<file path="config.mk">
export PLATFORM = sky130hd
export DESIGN_NAME = backend_selector_flat
export DESIGN_NICKNAME = d
export VERILOG_FILES = /design/src/rtl/bsel_pkg.sv /design/src/rtl/bsel_if.sv /design/src/rtl/bsel_cfg.sv /design/src/rtl/bsel_ctrl.sv /design/src/rtl/bsel_dp.sv /design/src/rtl/backend_selector.sv /design/src/flat_wrapper.sv
export SDC_FILE = /design/constraint.sdc
export NUM_CORES = 1
export LEC_CHECK = 0
export BUFFER_PORTS_ARGS = -buffer_cell sky130_fd_sc_hd__buf_2
export CAP_MARGIN = 15
export CORE_MARGIN = 5
export CORE_UTILIZATION = 60
export DETAILED_ROUTE_END_ITERATION = 10
export PLACE_DENSITY = 0.79
export SETUP_SLACK_MARGIN = 0.2
export SYNTH_ARGS = -nofsm -noshare
export SYNTH_HDL_FRONTEND = slang
export SYNTH_SLANG_ARGS = --single-unit
</file>
<file path="constraint.sdc">
create_clock -name clk -period 22.7 [get_ports clk]
set_clock_uncertainty 0.2 [all_clocks]
set_input_delay 1.135 -clock clk [delete_from_list [all_inputs] [get_ports clk]]
set_output_delay 1.135 -clock clk [all_outputs]
set_load 0.05 [all_outputs]
</file>
<file path="src/rtl/bsel_pkg.sv">
// shared types and constants for the backend selector
package bsel_pkg;

    localparam int NUM_BACKENDS_DEF = 8;
    localparam int WEIGHT_BITS_DEF  = 8;
    localparam int MAX_ACTIVE_DEF   = 4096;

    localparam int IDX_W       = 3;
    localparam int CNT_W       = 4;
    localparam int WGT_W       = 8;
    localparam int ACT_W       = 13;
    localparam int RW_W        = 13;
    localparam int KEY_W       = 32;
    localparam int CMD_W       = 2;
    localparam int MODE_W      = 2;
    localparam int TOT_W       = WGT_W + IDX_W + 1;
    localparam int SUM_W       = RW_W + 2;
    localparam int SCORE_SCALE = 100;
    localparam int SCALE_W     = 7;
    localparam int SCORE_W     = ACT_W + SCALE_W;
    localparam int QBITS_STEP  = 4;
    localparam int DIV_STEPS   = SCORE_W / QBITS_STEP;
    localparam int DCNT_W      = $clog2(DIV_STEPS);
    localparam int MOD_STEPS   = KEY_W / 2;
    localparam int MCNT_W      = $clog2(MOD_STEPS);
    localparam int RW_MAX      = 4095;
    localparam int RW_MIN      = -4096;

    localparam int ADDR_W = 5;
    localparam int DATA_W = 64;

    localparam logic [CNT_W-1:0] COUNT_RESET   = CNT_W'(1);
    localparam logic [DATA_W-1:0] WEIGHTS_RESET = 64'h0101010101010101;

    typedef enum logic [CMD_W-1:0] {
        CMD_SELECT = 2'd0,
        CMD_HEALTH = 2'd1,
        CMD_OPEN   = 2'd2,
        CMD_CLOSE  = 2'd3
    } cmd_t;

    typedef enum logic [MODE_W-1:0] {
        MODE_RR   = 2'd0,
        MODE_WRR  = 2'd1,
        MODE_LC   = 2'd2,
        MODE_HASH = 2'd3
    } mode_t;

    typedef enum logic [1:0] {
        REG_MODE    = 2'd0,
        REG_COUNT   = 2'd1,
        REG_WEIGHTS = 2'd2,
        REG_NONE    = 2'd3
    } reg_idx_t;

    typedef struct packed {
        logic load;
        logic mod_init;
        logic mod_src_key;
        logic mod_step;
        logic scan_init;
        logic scan_step;
        logic sel_init;
        logic wrr_step;
        logic lc_skip;
        logic div_init;
        logic div_step;
        logic lc_cmp;
        logic res_best;
        logic wrr_fix;
        logic upd;
        logic out_load;
    } ctrl_cmd_t;

    typedef struct packed {
        logic  is_select;
        mode_t mode;
        logic  mod_last;
        logic  k_last;
        logic  i_last;
        logic  up_cur;
        logic  found;
        logic  div_last;
    } dp_stat_t;

endpackage

</file>
<file path="src/rtl/bsel_if.sv">
// request and result channel interfaces
interface bsel_in_if;
    logic                        valid;
    logic                        ready;
    logic [bsel_pkg::CMD_W-1:0]  command;
    logic [bsel_pkg::IDX_W-1:0]  target_backend;
    logic                        healthy_bit;
    logic [bsel_pkg::KEY_W-1:0]  client_key;

    modport source (output valid, command, target_backend, healthy_bit, client_key,
                    input ready);
    modport sink (input valid, command, target_backend, healthy_bit, client_key,
                  output ready);
endinterface

interface bsel_out_if;
    logic                        valid;
    logic                        ready;
    logic [bsel_pkg::IDX_W-1:0]  chosen_backend;
    logic                        none_healthy;

    modport source (output valid, chosen_backend, none_healthy, input ready);
    modport sink (input valid, chosen_backend, none_healthy, output ready);
endinterface

</file>
<file path="src/rtl/bsel_cfg.sv">
// apb configuration registers
module bsel_cfg (
    input  logic                          clk,
    input  logic                          rst_n,
    input  logic                          psel,
    input  logic                          penable,
    input  logic                          pwrite,
    input  logic [bsel_pkg::ADDR_W-1:0]   paddr,
    input  logic [bsel_pkg::DATA_W-1:0]   pwdata,
    output logic [bsel_pkg::DATA_W-1:0]   prdata,
    output logic                          pready,
    output bsel_pkg::mode_t               mode,
    output logic [bsel_pkg::CNT_W-1:0]    backend_count,
    output logic [bsel_pkg::DATA_W-1:0]   weights_packed
);
    import bsel_pkg::*;

    mode_t              mode_reg;
    logic [CNT_W-1:0]   count_reg;
    logic [DATA_W-1:0]  weights_reg;
    reg_idx_t           sel;
    logic               wr;

    assign sel    = reg_idx_t'(paddr[4:3]);
    assign wr     = psel && penable && pwrite;
    assign pready = 1'b1;

    always_ff @(posedge clk or negedge rst_n)
    begin
        if (!rst_n)
        begin
            mode_reg    <= MODE_WRR;
            count_reg   <= COUNT_RESET;
            weights_reg <= WEIGHTS_RESET;
        end
        else if (wr)
        begin
            unique case (sel)
                REG_MODE:    mode_reg    <= mode_t'(pwdata[MODE_W-1:0]);
                REG_COUNT:   count_reg   <= pwdata[CNT_W-1:0];
                REG_WEIGHTS: weights_reg <= pwdata;
                default:     ;
            endcase
        end
    end

    always_comb
    begin
        unique case (sel)
            REG_MODE:    prdata = DATA_W'(mode_reg);
            REG_COUNT:   prdata = DATA_W'(count_reg);
            REG_WEIGHTS: prdata = weights_reg;
            default:     prdata = '0;
        endcase
    end

    assign mode           = mode_reg;
    assign backend_count  = count_reg;
    assign weights_packed = weights_reg;
endmodule

</file>
<file path="src/rtl/bsel_ctrl.sv">
// sequencing state machine
module bsel_ctrl (
    input  logic                 clk,
    input  logic                 rst_n,
    input  logic                 in_valid,
    output logic                 in_ready,
    output logic                 out_valid,
    input  logic                 out_ready,
    input  bsel_pkg::dp_stat_t   stat,
    output bsel_pkg::ctrl_cmd_t  cmd
);
    import bsel_pkg::*;

    typedef enum logic [11:0] {
        S_IDLE   = 12'b000000000001,
        S_START  = 12'b000000000010,
        S_MOD    = 12'b000000000100,
        S_SINIT  = 12'b000000001000,
        S_SCAN   = 12'b000000010000,
        S_WRR    = 12'b000000100000,
        S_LC_CHK = 12'b000001000000,
        S_LC_DIV = 12'b000010000000,
        S_LC_CMP = 12'b000100000000,
        S_BEST   = 12'b001000000000,
        S_UPD    = 12'b010000000000,
        S_DONE   = 12'b100000000000
    } state_t;

    state_t state_reg, state_next;
    logic   out_valid_reg, out_valid_next;

    always_comb
    begin
        state_next = state_reg;
        cmd        = '0;
        in_ready   = 1'b0;
        unique case (state_reg)
            S_IDLE:
            begin
                in_ready = 1'b1;
                if (in_valid)
                begin
                    cmd.load   = 1'b1;
                    state_next = S_START;
                end
            end
            S_START:
            begin
                if (!stat.is_select)
                    state_next = S_UPD;
                else
                begin
                    unique case (stat.mode)
                        MODE_WRR:
                        begin
                            cmd.sel_init = 1'b1;
                            state_next   = S_WRR;
                        end
                        MODE_LC:
                        begin
                            cmd.sel_init = 1'b1;
                            state_next   = S_LC_CHK;
                        end
                        MODE_HASH:
                        begin
                            cmd.mod_init    = 1'b1;
                            cmd.mod_src_key = 1'b1;
                            state_next      = S_MOD;
                        end
                        default:
                        begin
                            cmd.mod_init = 1'b1;
                            state_next   = S_MOD;
                        end
                    endcase
                end
            end
            S_MOD:
            begin
                cmd.mod_step = 1'b1;
                if (stat.mod_last)
                    state_next = S_SINIT;
            end
            S_SINIT:
            begin
                cmd.scan_init = 1'b1;
                state_next    = S_SCAN;
            end
            S_SCAN:
            begin
                cmd.scan_step = 1'b1;
                if (stat.up_cur || stat.k_last)
                    state_next = S_DONE;
            end
            S_WRR:
            begin
                cmd.wrr_step = 1'b1;
                if (stat.i_last)
                begin
                    if (stat.found || stat.up_cur)
                        state_next = S_BEST;
                    else
                    begin
                        cmd.mod_init = 1'b1;
                        state_next   = S_MOD;
                    end
                end
            end
            S_LC_CHK:
            begin
                if (stat.up_cur)
                begin
                    cmd.div_init = 1'b1;
                    state_next   = S_LC_DIV;
                end
                else
                begin
                    cmd.lc_skip = 1'b1;
                    if (stat.i_last)
                    begin
                        if (stat.found)
                            state_next = S_BEST;
                        else
                        begin
                            cmd.mod_init = 1'b1;
                            state_next   = S_MOD;
                        end
                    end
                end
            end
            S_LC_DIV:
            begin
                cmd.div_step = 1'b1;
                if (stat.div_last)
                    state_next = S_LC_CMP;
            end
            S_LC_CMP:
            begin
                cmd.lc_cmp = 1'b1;
                state_next = stat.i_last ? S_BEST : S_LC_CHK;
            end
            S_BEST:
            begin
                cmd.res_best = 1'b1;
                cmd.wrr_fix  = (stat.mode == MODE_WRR);
                state_next   = S_DONE;
            end
            S_UPD:
            begin
                cmd.upd    = 1'b1;
                state_next = S_DONE;
            end
            S_DONE:
            begin
                if (!out_valid_reg || out_ready)
                begin
                    cmd.out_load = 1'b1;
                    state_next   = S_IDLE;
                end
            end
            default: state_next = S_IDLE;
        endcase
    end

    always_comb
    begin
        out_valid_next = out_valid_reg;
        if (cmd.out_load)
            out_valid_next = 1'b1;
        else if (out_ready)
            out_valid_next = 1'b0;
    end

    always_ff @(posedge clk or negedge rst_n)
    begin
        if (!rst_n)
        begin
            state_reg     <= S_IDLE;
            out_valid_reg <= 1'b0;
        end
        else
        begin
            state_reg     <= state_next;
            out_valid_reg <= out_valid_next;
        end
    end

    assign out_valid = out_valid_reg;
endmodule

</file>
<file path="src/rtl/bsel_dp.sv">
// backend state, modulo unit, divider and selection datapath
module bsel_dp #(
    parameter int NUM_BACKENDS = bsel_pkg::NUM_BACKENDS_DEF,
    parameter int WEIGHT_BITS  = bsel_pkg::WEIGHT_BITS_DEF,
    parameter int MAX_ACTIVE   = bsel_pkg::MAX_ACTIVE_DEF
) (
    input  logic                         clk,
    input  logic                         rst_n,
    input  bsel_pkg::ctrl_cmd_t          cmd,
    output bsel_pkg::dp_stat_t           stat,
    input  logic [bsel_pkg::CMD_W-1:0]   command,
    input  logic [bsel_pkg::IDX_W-1:0]   target_backend,
    input  logic                         healthy_bit,
    input  logic [bsel_pkg::KEY_W-1:0]   client_key,
    input  bsel_pkg::mode_t              mode,
    input  logic [bsel_pkg::CNT_W-1:0]   backend_count,
    input  logic [bsel_pkg::DATA_W-1:0]  weights_packed,
    output logic [bsel_pkg::IDX_W-1:0]   chosen_backend,
    output logic                         none_healthy
);
    import bsel_pkg::*;

    localparam int IW = $clog2(NUM_BACKENDS);
    localparam logic signed [SUM_W-1:0] SAT_HI = SUM_W'(RW_MAX);
    localparam logic signed [SUM_W-1:0] SAT_LO = SUM_W'(RW_MIN);

    cmd_t                     cmd_reg;
    logic                     hb_reg;
    logic [KEY_W-1:0]         key_reg;
    logic [IDX_W-1:0]         rr_next_reg;
    logic signed [RW_W-1:0]   rw_reg [NUM_BACKENDS];
    logic                     up_reg [NUM_BACKENDS];
    logic [ACT_W-1:0]         act_reg [NUM_BACKENDS];
    logic [IDX_W-1:0]         i_reg, k_reg, start_reg, best_reg;
    logic                     scan_hash_reg, found_reg;
    logic [CNT_W-1:0]         rem_reg;
    logic [KEY_W-1:0]         msh_reg;
    logic [MCNT_W-1:0]        mcnt_reg;
    logic signed [RW_W-1:0]   best_rw_reg;
    logic [TOT_W-1:0]         total_reg;
    logic [SCORE_W-1:0]       min_reg, dvd_reg;
    logic [WGT_W-1:0]         drem_reg;
    logic [DCNT_W-1:0]        dcnt_reg;
    logic [IDX_W-1:0]         res_idx_reg, out_idx_reg;
    logic                     res_none_reg, out_none_reg;

    logic [CNT_W-1:0]         n_use, n_m1;
    logic [IW-1:0]            ii;
    logic                     up_cur, i_last, k_last;
    logic [WEIGHT_BITS-1:0]   w_raw;
    logic [WGT_W-1:0]         w_cur;
    logic [IDX_W-1:0]         i_inc;
    logic [CNT_W-1:0]         rem_next;
    logic signed [RW_W-1:0]   rw_add, rw_fix;
    logic [WGT_W:0]           dr;
    logic [SCORE_W-1:0]       dq;

    function automatic logic [CNT_W-1:0] mod_bit(input logic [CNT_W-1:0] r,
                                                 input logic b,
                                                 input logic [CNT_W-1:0] n);
        logic [CNT_W:0] t;
        t = {r, b};
        if (t >= {1'b0, n})
            t = t - {1'b0, n};
        return t[CNT_W-1:0];
    endfunction

    function automatic logic signed [RW_W-1:0] sat_rw(input logic signed [SUM_W-1:0] v);
        if (v > SAT_HI)
            return RW_W'(RW_MAX);
        if (v < SAT_LO)
            return RW_W'(RW_MIN);
        return v[RW_W-1:0];
    endfunction

    always_comb
    begin
        if (backend_count == '0)
            n_use = CNT_W'(1);
        else if (backend_count > CNT_W'(NUM_BACKENDS))
            n_use = CNT_W'(NUM_BACKENDS);
        else
            n_use = backend_count;
    end

    assign n_m1   = n_use - CNT_W'(1);
    assign ii     = i_reg[IW-1:0];
    assign up_cur = up_reg[ii];
    assign i_last = ({1'b0, i_reg} == n_m1);
    assign k_last = ({1'b0, k_reg} == n_m1);
    assign i_inc  = i_last ? '0 : i_reg + IDX_W'(1);
    assign w_raw  = weights_packed[{i_reg, 3'b000} +: WEIGHT_BITS];
    assign w_cur  = (w_raw == '0) ? WGT_W'(1) : WGT_W'(w_raw);

    assign rem_next = mod_bit(mod_bit(rem_reg, msh_reg[KEY_W-1], n_use),
                              msh_reg[KEY_W-2], n_use);

    assign rw_add = sat_rw(SUM_W'(rw_reg[ii]) + $signed(SUM_W'(w_cur)));
    assign rw_fix = sat_rw(SUM_W'(best_rw_reg) - $signed(SUM_W'(total_reg)));

    always_comb
    begin
        dr = {1'b0, drem_reg};
        dq = dvd_reg;
        for (int j = 0; j < QBITS_STEP; j++)
        begin
            dr = {dr[WGT_W-1:0], dq[SCORE_W-1]};
            dq = {dq[SCORE_W-2:0], 1'b0};
            if (dr >= {1'b0, w_cur})
            begin
                dr    = dr - {1'b0, w_cur};
                dq[0] = 1'b1;
            end
        end
    end

    always_comb
    begin
        stat.is_select = (cmd_reg == CMD_SELECT);
        stat.mode      = mode;
        stat.mod_last  = (mcnt_reg == MCNT_W'(MOD_STEPS - 1));
        stat.k_last    = k_last;
        stat.i_last    = i_last;
        stat.up_cur    = up_cur;
        stat.found     = found_reg;
        stat.div_last  = (dcnt_reg == DCNT_W'(DIV_STEPS - 1));
    end

    // backend state
    always_ff @(posedge clk or negedge rst_n)
    begin
        if (!rst_n)
        begin
            rr_next_reg <= '0;
            for (int b = 0; b < NUM_BACKENDS; b++)
            begin
                rw_reg[b]  <= '0;
                up_reg[b]  <= 1'b1;
                act_reg[b] <= '0;
            end
        end
        else
        begin
            if (cmd.scan_step && !scan_hash_reg)
            begin
                if (up_cur)
                    rr_next_reg <= i_inc;
                else if (k_last)
                    rr_next_reg <= start_reg;
            end
            if (cmd.wrr_step && up_cur)
                rw_reg[ii] <= rw_add;
            if (cmd.wrr_fix)
                rw_reg[best_reg[IW-1:0]] <= rw_fix;
            if (cmd.upd && ({1'b0, i_reg} < CNT_W'(NUM_BACKENDS)))
            begin
                case (cmd_reg)
                    CMD_HEALTH: up_reg[ii] <= hb_reg;
                    CMD_OPEN:
                        if (act_reg[ii] < ACT_W'(MAX_ACTIVE))
                            act_reg[ii] <= act_reg[ii] + ACT_W'(1);
                    CMD_CLOSE:
                        if (act_reg[ii] != '0)
                            act_reg[ii] <= act_reg[ii] - ACT_W'(1);
                    default: ;
                endcase
            end
        end
    end

    // working registers
    always_ff @(posedge clk)
    begin
        if (cmd.load)
        begin
            cmd_reg      <= cmd_t'(command);
            i_reg        <= target_backend;
            hb_reg       <= healthy_bit;
            key_reg      <= client_key;
            res_idx_reg  <= '0;
            res_none_reg <= 1'b0;
        end
        if (cmd.mod_init)
        begin
            msh_reg       <= cmd.mod_src_key ? key_reg : KEY_W'(rr_next_reg);
            scan_hash_reg <= cmd.mod_src_key;
            rem_reg       <= '0;
            mcnt_reg      <= '0;
        end
        if (cmd.mod_step)
        begin
            rem_reg  <= rem_next;
            msh_reg  <= {msh_reg[KEY_W-3:0], 2'b00};
            mcnt_reg <= mcnt_reg + MCNT_W'(1);
        end
        if (cmd.scan_init)
        begin
            i_reg     <= rem_reg[IDX_W-1:0];
            start_reg <= rem_reg[IDX_W-1:0];
            k_reg     <= '0;
        end
        if (cmd.scan_step)
        begin
            if (up_cur)
                res_idx_reg <= i_reg;
            else if (k_last)
            begin
                res_idx_reg  <= start_reg;
                res_none_reg <= 1'b1;
            end
            else
            begin
                i_reg <= i_inc;
                k_reg <= k_reg + IDX_W'(1);
            end
        end
        if (cmd.sel_init)
        begin
            i_reg     <= '0;
            found_reg <= 1'b0;
            total_reg <= '0;
        end
        if (cmd.wrr_step)
        begin
            if (up_cur)
            begin
                total_reg <= total_reg + TOT_W'(w_cur);
                if (!found_reg || rw_add > best_rw_reg)
                begin
                    best_reg    <= i_reg;
                    best_rw_reg <= rw_add;
                    found_reg   <= 1'b1;
                end
            end
            i_reg <= i_reg + IDX_W'(1);
        end
        if (cmd.lc_skip)
            i_reg <= i_reg + IDX_W'(1);
        if (cmd.div_init)
        begin
            dvd_reg  <= SCORE_W'(act_reg[ii]) * SCORE_W'(SCORE_SCALE);
            drem_reg <= '0;
            dcnt_reg <= '0;
        end
        if (cmd.div_step)
        begin
            dvd_reg  <= dq;
            drem_reg <= dr[WGT_W-1:0];
            dcnt_reg <= dcnt_reg + DCNT_W'(1);
        end
        if (cmd.lc_cmp)
        begin
            if (!found_reg || dvd_reg < min_reg)
            begin
                min_reg   <= dvd_reg;
                best_reg  <= i_reg;
                found_reg <= 1'b1;
            end
            i_reg <= i_reg + IDX_W'(1);
        end
        if (cmd.res_best)
            res_idx_reg <= best_reg;
        if (cmd.out_load)
        begin
            out_idx_reg  <= res_idx_reg;
            out_none_reg <= res_none_reg;
        end
    end

    assign chosen_backend = out_idx_reg;
    assign none_healthy   = out_none_reg;
endmodule

</file>
<file path="src/rtl/backend_selector.sv">
// backend selector top level
// non-selects update the backend state; selects use the configured mode:
// weighted, least connections (a divider per healthy backend), round robin and hash
//   (a modulo of the pointer or the key); the first two fall back to round robin if none healthy
// throughput: one word processed at a time; the next word is taken once the result is registered
// reset: asynchronous active low; all backends healthy, counts and running weights cleared
module backend_selector #(
    parameter int NUM_BACKENDS = bsel_pkg::NUM_BACKENDS_DEF,
    parameter int WEIGHT_BITS  = bsel_pkg::WEIGHT_BITS_DEF,
    parameter int MAX_ACTIVE   = bsel_pkg::MAX_ACTIVE_DEF
) (
    input  logic                         clk,
    input  logic                         rst_n,
    input  logic                         psel,
    input  logic                         penable,
    input  logic                         pwrite,
    input  logic [bsel_pkg::ADDR_W-1:0]  paddr,
    input  logic [bsel_pkg::DATA_W-1:0]  pwdata,
    output logic [bsel_pkg::DATA_W-1:0]  prdata,
    output logic                         pready,
    bsel_in_if.sink                      in_ch,
    bsel_out_if.source                   out_ch
);
    import bsel_pkg::*;

    mode_t              mode;
    logic [CNT_W-1:0]   backend_count;
    logic [DATA_W-1:0]  weights_packed;
    ctrl_cmd_t          cmd;
    dp_stat_t           stat;

    bsel_cfg u_cfg (
        .clk            (clk),
        .rst_n          (rst_n),
        .psel           (psel),
        .penable        (penable),
        .pwrite         (pwrite),
        .paddr          (paddr),
        .pwdata         (pwdata),
        .prdata         (prdata),
        .pready         (pready),
        .mode           (mode),
        .backend_count  (backend_count),
        .weights_packed (weights_packed)
    );

    bsel_ctrl u_ctrl (
        .clk       (clk),
        .rst_n     (rst_n),
        .in_valid  (in_ch.valid),
        .in_ready  (in_ch.ready),
        .out_valid (out_ch.valid),
        .out_ready (out_ch.ready),
        .stat      (stat),
        .cmd       (cmd)
    );

    bsel_dp #(
        .NUM_BACKENDS (NUM_BACKENDS),
        .WEIGHT_BITS  (WEIGHT_BITS),
        .MAX_ACTIVE   (MAX_ACTIVE)
    ) u_dp (
        .clk            (clk),
        .rst_n          (rst_n),
        .cmd            (cmd),
        .stat           (stat),
        .command        (in_ch.command),
        .target_backend (in_ch.target_backend),
        .healthy_bit    (in_ch.healthy_bit),
        .client_key     (in_ch.client_key),
        .mode           (mode),
        .backend_count  (backend_count),
        .weights_packed (weights_packed),
        .chosen_backend (out_ch.chosen_backend),
        .none_healthy   (out_ch.none_healthy)
    );
endmodule

</file>
<file path="src/flat_wrapper.sv">
// flat-port wrapper written by rule: the top's interface ports become plain ports
module backend_selector_flat import bsel_pkg::*;
#(
    parameter int NUM_BACKENDS = bsel_pkg::NUM_BACKENDS_DEF,
    parameter int WEIGHT_BITS  = bsel_pkg::WEIGHT_BITS_DEF,
    parameter int MAX_ACTIVE   = bsel_pkg::MAX_ACTIVE_DEF
)
  (clk, rst_n, psel, penable, pwrite, paddr, pwdata, prdata, pready, in_ch_valid, in_ch_command, in_ch_target_backend, in_ch_healthy_bit, in_ch_client_key, in_ch_ready, out_ch_valid, out_ch_chosen_backend, out_ch_none_healthy, out_ch_ready);
  bsel_in_if in_ch_i ();
  bsel_out_if out_ch_i ();
  input  logic clk;
  input  logic rst_n;
  input  logic psel;
  input  logic penable;
  input  logic pwrite;
  input  logic [bsel_pkg::ADDR_W-1:0] paddr;
  input  logic [bsel_pkg::DATA_W-1:0] pwdata;
  output logic [bsel_pkg::DATA_W-1:0] prdata;
  output logic pready;
  input wire logic [$bits(in_ch_i.valid)-1:0] in_ch_valid;
  input wire logic [$bits(in_ch_i.command)-1:0] in_ch_command;
  input wire logic [$bits(in_ch_i.target_backend)-1:0] in_ch_target_backend;
  input wire logic [$bits(in_ch_i.healthy_bit)-1:0] in_ch_healthy_bit;
  input wire logic [$bits(in_ch_i.client_key)-1:0] in_ch_client_key;
  output wire logic [$bits(in_ch_i.ready)-1:0] in_ch_ready;
  output wire logic [$bits(out_ch_i.valid)-1:0] out_ch_valid;
  output wire logic [$bits(out_ch_i.chosen_backend)-1:0] out_ch_chosen_backend;
  output wire logic [$bits(out_ch_i.none_healthy)-1:0] out_ch_none_healthy;
  input wire logic [$bits(out_ch_i.ready)-1:0] out_ch_ready;
  assign in_ch_i.valid = in_ch_valid;
  assign in_ch_i.command = in_ch_command;
  assign in_ch_i.target_backend = in_ch_target_backend;
  assign in_ch_i.healthy_bit = in_ch_healthy_bit;
  assign in_ch_i.client_key = in_ch_client_key;
  assign in_ch_ready = in_ch_i.ready;
  assign out_ch_valid = out_ch_i.valid;
  assign out_ch_chosen_backend = out_ch_i.chosen_backend;
  assign out_ch_none_healthy = out_ch_i.none_healthy;
  assign out_ch_i.ready = out_ch_ready;
  backend_selector #(.NUM_BACKENDS(NUM_BACKENDS), .WEIGHT_BITS(WEIGHT_BITS), .MAX_ACTIVE(MAX_ACTIVE)) u_core (.clk(clk), .rst_n(rst_n), .psel(psel), .penable(penable), .pwrite(pwrite), .paddr(paddr), .pwdata(pwdata), .prdata(prdata), .pready(pready), .in_ch(in_ch_i), .out_ch(out_ch_i));
endmodule
</file>
Yosys cells after proc, flatten, opt, wreduce, memory -nomap -nowiden
Cells that the tools add are included.
{ "word_totals": {"register_bits": 475, "input_bits": 114, "out_inout_bits": 71, "wordCells": 308} }
{ "op_classes": {"addsub": 16, "multipliers": 1, "order_cmp": 18, "n_eq_ne": 33, "shift": 1, "mux": 149, "bitwise": 2, "reduce_logical": 35} }
{ "ops": {"columns": ["op", "n"], "rows": [
  ["104-bit bitwise mux", 4],
  ["104-bit two-way mux", 4],
  ["104-bit case mux with 2 select lines", 1],
  ["64-bit case mux with 3 select lines", 1],
  ["13-bit two-way mux", 14],
  ["12-bit two-way mux", 11],
  ["12-bit case mux with 11 select lines", 1],
  ["32-bit two-way mux", 3],
  ["3-bit two-way mux", 28],
  ["13-bit binary-select mux with 3-bit select", 2],
  ["13-bit demux with 3-bit select", 2],
  ["64-bit by 7-bit variable part select with 8-bit output", 1],
  ["8-bit two-way mux", 7],
  ["1-bit two-way mux", 50],
  ["20-bit two-way mux", 2],
  ["9-bit by 8-bit greater-or-equal comparator with 1-bit output", 4],
  ["8-bit subtractor", 4],
  ["10-bit two-way mux", 3],
  ["14-bit by 13-bit greater-than comparator with 1-bit output (second input constant)", 2],
  ["14-bit by 13-bit < comparator with 1-bit output (second input constant)", 2],
  ["4-bit two-way mux", 7],
  ["20-bit < comparator", 1],
  ["13-bit by 5-bit multiplier with 18-bit output (second input constant)", 1],
  ["13-bit by 9-bit adder with 14-bit output", 1],
  ["55 further kinds", 99]
]} }

Longest topological paths before layout
{ "logic_depth": {"word_depth": 17, "ltp_mapped": 43, "depth_no_buf": 39} }

Cells and area by module
From an unflattened synthesis, not the netlist that was laid out.
{ "hier_totals": {"cells_unflattened": 2688, "area_unflattened_um2": 27953.1} }
{ "modules_own_cells": {"columns": ["module", "n_inst", "cells_per_inst", "area_each_um2", "seq_area_each_um2"], "rows": [
  ["bsel_dp", 1, 2345, 23495.0, 10405.0],
  ["bsel_cfg", 1, 231, 3448.3, 1764.2],
  ["bsel_ctrl", 1, 112, 1009.7, 326.6]
]} }

Worst setup path after synthesis
Ideal clock, no wire load.
{ "synth_path": {"path_kind": "register to register", "from": "register u_core.u_dp.i_reg[0]", "to": "register u_core.u_dp.drem_reg[1] (data pin)", "setup_ns": 0.266, "t_arrival_ns": 10.235, "required_ns": 22.234, "path_slack_ns": 12.000, "stages_incl_launch_ff": 40, "path_buffers": 4, "synth_period_minus_slack_ns": 10.700, "path_cell_list": "dfxtp_1 buf_6 buf_8 buf_2 buf_2 mux4_2 mux2i_1 nand4_1 o41ai_1 ha_1 nor2b_1 o31ai_2 a21oi_2 o31ai_4 mux2_2 ha_1 and3_1 o21ai_0 [... 4 more ...] inv_1 ha_1 nor2b_1 o2111ai_1 nand3_1 and3_1 o41ai_4 mux2i_1 ha_1 nor2b_1 o21ai_0 a21boi_0 o21ai_0 a21oi_1 o21a_1 a2111oi_4 mux2i_1 nor2_1"} }
{ "synth_via": {"elab_chain_len": 12, "elab_cells_between_ends": 16, "classes_between": "4 x add/sub; 4 x order compare; 1 x shift; 6 x mux; 1 x reduce/logical"} }
{ "synth_rtl": {"columns": ["element", "line_no", "rtl"], "rows": [
  ["start, declared", "bsel_dp.sv:34", "logic [IDX_W-1:0] i_reg, k_reg, start_reg, best_reg;"],
  ["start signal, assigned", "bsel_dp.sv:177", "i_reg <= target_backend;"],
  ["start signal, assigned", "bsel_dp.sv:198", "i_reg <= rem_reg[IDX_W-1:0];"],
  ["start signal, assigned", "bsel_dp.sv:213", "i_reg <= i_inc;"],
  ["64-bit by 7-bit variable part select with 8-bit output (*)", "bsel_dp.sv:92", "assign w_raw = weights_packed[{i_reg, 3'b000} +: WEIGHT_BITS];"],
  ["8-bit zero test", "bsel_dp.sv:93", "assign w_cur = (w_raw == '0) ? WGT_W'(1) : WGT_W'(w_raw);"],
  ["8-bit two-way mux (*)", "bsel_dp.sv:93", null],
  ["8-bit subtractor / 9-bit by 8-bit greater-or-equal comparator with 1-bit output (equally long branches)", "bsel_dp.sv:111, bsel_dp.sv:109", null],
  ["8-bit two-way mux", "bsel_dp.sv:109", "if (dr >= {1'b0, w_cur})"],
  ["8-bit subtractor / 9-bit by 8-bit greater-or-equal comparator with 1-bit output (equally long branches)", "bsel_dp.sv:111, bsel_dp.sv:109", null],
  ["8-bit two-way mux", "bsel_dp.sv:109", null],
  ["9-bit by 8-bit greater-or-equal comparator with 1-bit output / 8-bit subtractor (equally long branches)", "bsel_dp.sv:109, bsel_dp.sv:111", null],
  ["8-bit two-way mux", "bsel_dp.sv:109", null],
  ["8-bit subtractor / 9-bit by 8-bit greater-or-equal comparator with 1-bit output (equally long branches)", "bsel_dp.sv:111, bsel_dp.sv:109", null],
  ["8-bit two-way mux (*)", "bsel_dp.sv:109", null],
  ["8-bit two-way mux (*)", "bsel_dp.sv:245", "if (cmd.div_step)"],
  ["end signal, assigned", "bsel_dp.sv:248", "drem_reg <= dr[WGT_W-1:0];"],
  ["end, declared", "bsel_dp.sv:42", "logic [WGT_W-1:0] drem_reg;"]
]} }
Every way passes the cells marked *; elsewhere a longest branch is shown, timed or not.
A chain may end at the register's enable or synchronous reset.

Worst setup path in the final report
{ "layout_path": {"from": "register u_core.u_dp.i_reg[1]", "to": "register u_core.u_dp.drem_reg[6] (data pin)"} }
{ "layout_via": {"elab_chain_len": 12, "elab_cells_between_ends": 16, "classes_between": "4 x add/sub; 4 x order compare; 1 x shift; 6 x mux; 1 x reduce/logical"} }
{ "layout_rtl": {"columns": ["element", "line_no"], "rows": [
  ["64-bit by 7-bit variable part select with 8-bit output (*)", "bsel_dp.sv:92"],
  ["8-bit zero test", "bsel_dp.sv:93"],
  ["8-bit two-way mux (*)", "bsel_dp.sv:93"],
  ["8-bit subtractor / 9-bit by 8-bit greater-or-equal comparator with 1-bit output (equally long branches)", "bsel_dp.sv:111, bsel_dp.sv:109"],
  ["8-bit two-way mux", "bsel_dp.sv:109"],
  ["8-bit subtractor / 9-bit by 8-bit greater-or-equal comparator with 1-bit output (equally long branches)", "bsel_dp.sv:111, bsel_dp.sv:109"],
  ["8-bit two-way mux", "bsel_dp.sv:109"],
  ["8-bit subtractor / 9-bit by 8-bit greater-or-equal comparator with 1-bit output (equally long branches)", "bsel_dp.sv:111, bsel_dp.sv:109"],
  ["8-bit two-way mux", "bsel_dp.sv:109"],
  ["8-bit subtractor / 9-bit by 8-bit greater-or-equal comparator with 1-bit output (equally long branches)", "bsel_dp.sv:111, bsel_dp.sv:109"],
  ["8-bit two-way mux (*)", "bsel_dp.sv:109"],
  ["8-bit two-way mux (*)", "bsel_dp.sv:245"]
]} }
Marked as above.

==> out/summary.json <==
{
  "crit_end_element": {"value": "register"},
  "wirelength": {"value": 73.73, "unit": "mm"},
  "detail_route.drc_violations": {"value": 0},
  "ctsHoldBuffers": {"value": 0},
  "yosysUniqueCellTypes": {"value": 97},
  "synth.net_count": {"value": 2934},
  "syn_area": {"value": 0.02706, "unit": "mm2"},
  "post-route-worst-setup-slack": {"value": 11.03, "unit": "ns"},
  "synth.avg_cell_area": {"value": 10.27, "unit": "um2"},
  "synthFlopType": {"value": "sky130_fd_sc_hd__dfrtp_1"},
  "maxcap_violations": {"value": 0},
  "critical_path.slowest_cell": {"value": "sky130_fd_sc_hd__a2111oi_4"},
  "crit_path_frequent_cell": {"value": "sky130_fd_sc_hd__ha_1"},
  "dr.pass1.iters": {"value": 6},
  "p_leak": {"value": 0.01353, "unit": "uW"},
  "leading_cell_type_in_the_layout_fill_and_taps_excluded": {"value": "sky130_fd_sc_hd__dfrtp_1"},
  "number_of_failing_setup_endpoints_in_the_final_timing_report": {"value": 0},
  "dp_worst_setup_slack": {"value": 11.25, "unit": "ns"},
  "drt_iter0_drc": {"value": 2117},
  "grt_use_total": {"value": 28.98, "unit": "%"},
  "numClockSinks": {"value": 475},
  "worst_ir_drop_vdd": {"value": 372.2, "unit": "uV"},
  "ctsResizeCount": {"value": 0},
  "synth-warning-count": {"value": 0},
  "chipHeight": {"value": 222.4, "unit": "um"},
  "post_synth_inst_count": {"value": 2635},
  "horiz_die_dim": {"value": 222.4, "unit": "um"},
  "start_util": {"value": 60.93, "unit": "%"},
  "total_clock_buffers_created_by_cts": {"value": 48},
  "power_density": {"value": 166.3, "unit": "mW/mm2"},
  "timing.fmax": {"value": 85.66, "unit": "MHz"},
  "grt_antenna_before_repair": {"value": 0},
  "rsz0062_at_grt": {"value": "false"},
  "utilization": {"value": 68.05, "unit": "%"},
  "finalNetCount": {"value": 3096},
  "fp.dieArea": {"value": 0.04945, "unit": "mm2"},
  "min_path_type": {"value": "reg -> reg"},
  "totalNegativeSetupSlack": {"value": 0, "unit": "ns"},
  "insertion_delay": {"value": 0.61, "unit": "ns"},
  "outcome": {"value": "completed"},
  "root_buffer": {"value": "sky130_fd_sc_hd__clkbuf_16"},
  "wl_per_cell": {"value": 21.50, "unit": "um"},
  "timing.critical_path.fanout_max": {"value": 28},
  "rows": {"value": 77},
  "tritoncts": {"value": "built"},
  "worst_setup_path_start_kind": {"value": "register"},
  "crit_path_max_incr_delay": {"value": 0.76, "unit": "ns"},
  "synth_top_cell_by_area": {"value": "sky130_fd_sc_hd__dfrtp_1"},
  "number_of_setup_buffers_added_after_cts": {"value": 0},
  "largest_reg_flops": {"value": 104},
  "port_buffers": {"value": 180},
  "grt_max_degree": {"value": 81},
  "cts.clk_slew.worst_paths": {"value": 0.06, "unit": "ns"},
  "global_route_wire_length_before_repair": {"value": 117.7, "unit": "mm"},
  "synth-seq-area-share": {"value": 46.18, "unit": "%"},
  "synth_edf_count": {"value": 145},
  "ant_nets": {"value": 0},
  "clock_tree.buffer_depth": {"value": 3},
  "final-max-slew-violation-count": {"value": 0},
  "synth_top_cell_area_share": {"value": 26.17, "unit": "%"},
  "core_area": {"value": 0.04441, "unit": "mm2"},
  "grt_pass1_vias": {"value": 21930},
  "slew_headroom": {"value": 20.08, "unit": "%"},
  "commonest_non_fill_non_tap_cells_in_the_layout": {"value": "283 x sky130_fd_sc_hd__dfrtp_1, 271 x sky130_fd_sc_hd__nand2_1, 218 x sky130_fd_sc_hd__o21ai_0"},
  "cp_data_required_time": {"value": 22.81, "unit": "ns"},
  "htree_num_levels": {"value": 2},
  "async_flop_share": {"value": 63.58, "unit": "%"},
  "dpl.hpwl": {"value": 51.74, "unit": "mm"},
  "routed_via_density": {"value": 6.403},
  "worst_margin_slew": {"value": 1.190, "unit": "ns"},
  "netlist_top_cells_area": {"value": "sky130_fd_sc_hd__dfrtp_1 26%, sky130_fd_sc_hd__edfxtp_1 16%, sky130_fd_sc_hd__ha_1 7.8%"},
  "fin_crit": {"value": 11.67, "unit": "ns"},
  "num_io_pins": {"value": 185},
  "timing_worst_setup_path_type": {"value": "reg -> reg"},
  "grt-ovfl-total": {"value": 0},
  "place.gp.congestion": {"value": 0.9118},
  "syn_to_final_growth": {"value": 11.68, "unit": "%"},
  "min_period_over_period": {"value": 51.43, "unit": "%"},
  "synth.ff_latch_count": {"value": 475},
  "final_hold_viol_count": {"value": 0},
  "nFillCells": {"value": 3181},
  "routed-via-count": {"value": 21960},
  "drive_above_1_share": {"value": 16.85, "unit": "%"},
  "worst-endpoint-arrival": {"value": 11.78, "unit": "ns"}
}
-- critical path, delay by kind of cell (launching register included) --
kind | cells | cell delay, ns
AOI/OAI and AO/OA | 15 | 4.84
and+or+nand+nor | 11 | 2.02
muxes | 4 | 1.57
adders and majority gates | 4 | 1.11
buffers and inverters | 3 | 0.87
DFF | 1 | 0.75
-- through the flow --
stage	hold slack [ns]	cell area, um2	cells	power, uW
6_report	0.2609	30220	3430	5027
5_1_grt	0.2589	30220	3429	5349
4_1_cts	0.2550	30180	3426	4972
3_5_place_dp	0.2292	28550	3336	4145
3_3_place_gp	0.2304	28550	3336	4040
2_1_floorplan	0.2081	27060	2635	3429
-- Yosys cell counts, types with 10 or more instances --
cell type and number:
sky130_fd_sc_hd__dfrtp_1 283, sky130_fd_sc_hd__nand2_1 271, sky130_fd_sc_hd__o21ai_0 218, sky130_fd_sc_hd__ha_1 168, sky130_fd_sc_hd__inv_1 156, sky130_fd_sc_hd__nor2_1 154, sky130_fd_sc_hd__edfxtp_1 145, sky130_fd_sc_hd__mux2_2 102
sky130_fd_sc_hd__a21oi_1 84, sky130_fd_sc_hd__clkbuf_1 81, sky130_fd_sc_hd__and2_1 76, sky130_fd_sc_hd__nand3_1 56, sky130_fd_sc_hd__nor3_1 54, sky130_fd_sc_hd__a22oi_1 51, sky130_fd_sc_hd__mux2i_1 51, sky130_fd_sc_hd__xnor2_1 47
sky130_fd_sc_hd__o22ai_1 38, sky130_fd_sc_hd__a22o_1 35, sky130_fd_sc_hd__o221ai_1 31, sky130_fd_sc_hd__a21o_1 30, sky130_fd_sc_hd__dfxtp_1 28, sky130_fd_sc_hd__o21ai_1 28, sky130_fd_sc_hd__xor2_1 27, sky130_fd_sc_hd__a31oi_1 26
sky130_fd_sc_hd__a211o_1 24, sky130_fd_sc_hd__nor2b_1 24, sky130_fd_sc_hd__and3_1 23, sky130_fd_sc_hd__nand2b_1 22, sky130_fd_sc_hd__dfstp_2 19, sky130_fd_sc_hd__o21a_1 19, sky130_fd_sc_hd__a211oi_1 17, sky130_fd_sc_hd__fa_1 17
sky130_fd_sc_hd__mux4_2 17, sky130_fd_sc_hd__nor4_1 16, sky130_fd_sc_hd__or3_1 14, sky130_fd_sc_hd__nand4_1 13, sky130_fd_sc_hd__o211ai_1 13, sky130_fd_sc_hd__buf_2 12, sky130_fd_sc_hd__and4_1 10, sky130_fd_sc_hd__nor3b_1 10
-- cells by family (layout without fill, tap and decap cells) --
kind of cell | after synthesis | after routing | synth area share, %
other cells | 1 | 2 | 0.01386
mux | 171 | 171 | 7.601
compound gates | 690 | 690 | 16.99
flops | 475 | 475 | 46.18
buf+inv | 262 | 464 | 3.884
fa+ha+maj | 185 | 185 | 9.025
simple gates | 777 | 777 | 13.92
xor+xnor | 74 | 74 | 2.395
-- final cells by class --
cell class	count	area, um2	area share [%]
clock inverters	16	198.9	0.6583
repair buffers	218	1209	3.999
inverters	156	585.6	1.938
diodes	1	2.502	0.008280
flip-flops and latches	475	12500	41.36
well taps	592	740.7	2.451
clock buffers	74	1439	4.761
multi-input cells	1898	13550	44.83
-- power by group --
part           internal (uW)  switching [uW]  leakage (uW)
clock                    465             350      0.000795
combinational           1280            1870       0.00710
sequential               996            66.0       0.00564
total                   2740            2280        0.0135
-- worst paths after layout --
check	startpoint	endpoint	slack, ns	cells past startpoint
max	u_core.u_dp.i_reg[1]$_DFF_P_	u_core.u_dp.drem_reg[6]$_SDFFCE_PN0P_	11.03	37
min	u_core.u_dp.res_idx_reg[1]$_DFF_P_	u_core.u_dp.chosen_backend[1]$_DFFE_PP_	0.26	0
max reg2reg	u_core.u_dp.i_reg[1]$_DFF_P_	u_core.u_dp.drem_reg[6]$_SDFFCE_PN0P_	11.03	37
min reg2reg	u_core.u_dp.res_idx_reg[1]$_DFF_P_	u_core.u_dp.chosen_backend[1]$_DFFE_PP_	0.26	0
max in group asynchronous	rst_n	u_core.u_dp.act_reg[74]$_DFFE_PN0P_	20.57	2
min in group asynchronous	rst_n	u_core.u_cfg.weights_packed[5]$_DFFE_PN0P_	0.28	1
-- routing by layer --
metal,global-route usage (%),vias up,part of all wire [%]
li1,-,9924,-
met1,38.71,10700,40
met2,46.37,1112,47
met3,6.612,231,9.7
met4,11.56,0,3.8
met5,0,-,0
(Power assumes the default switching activity.)
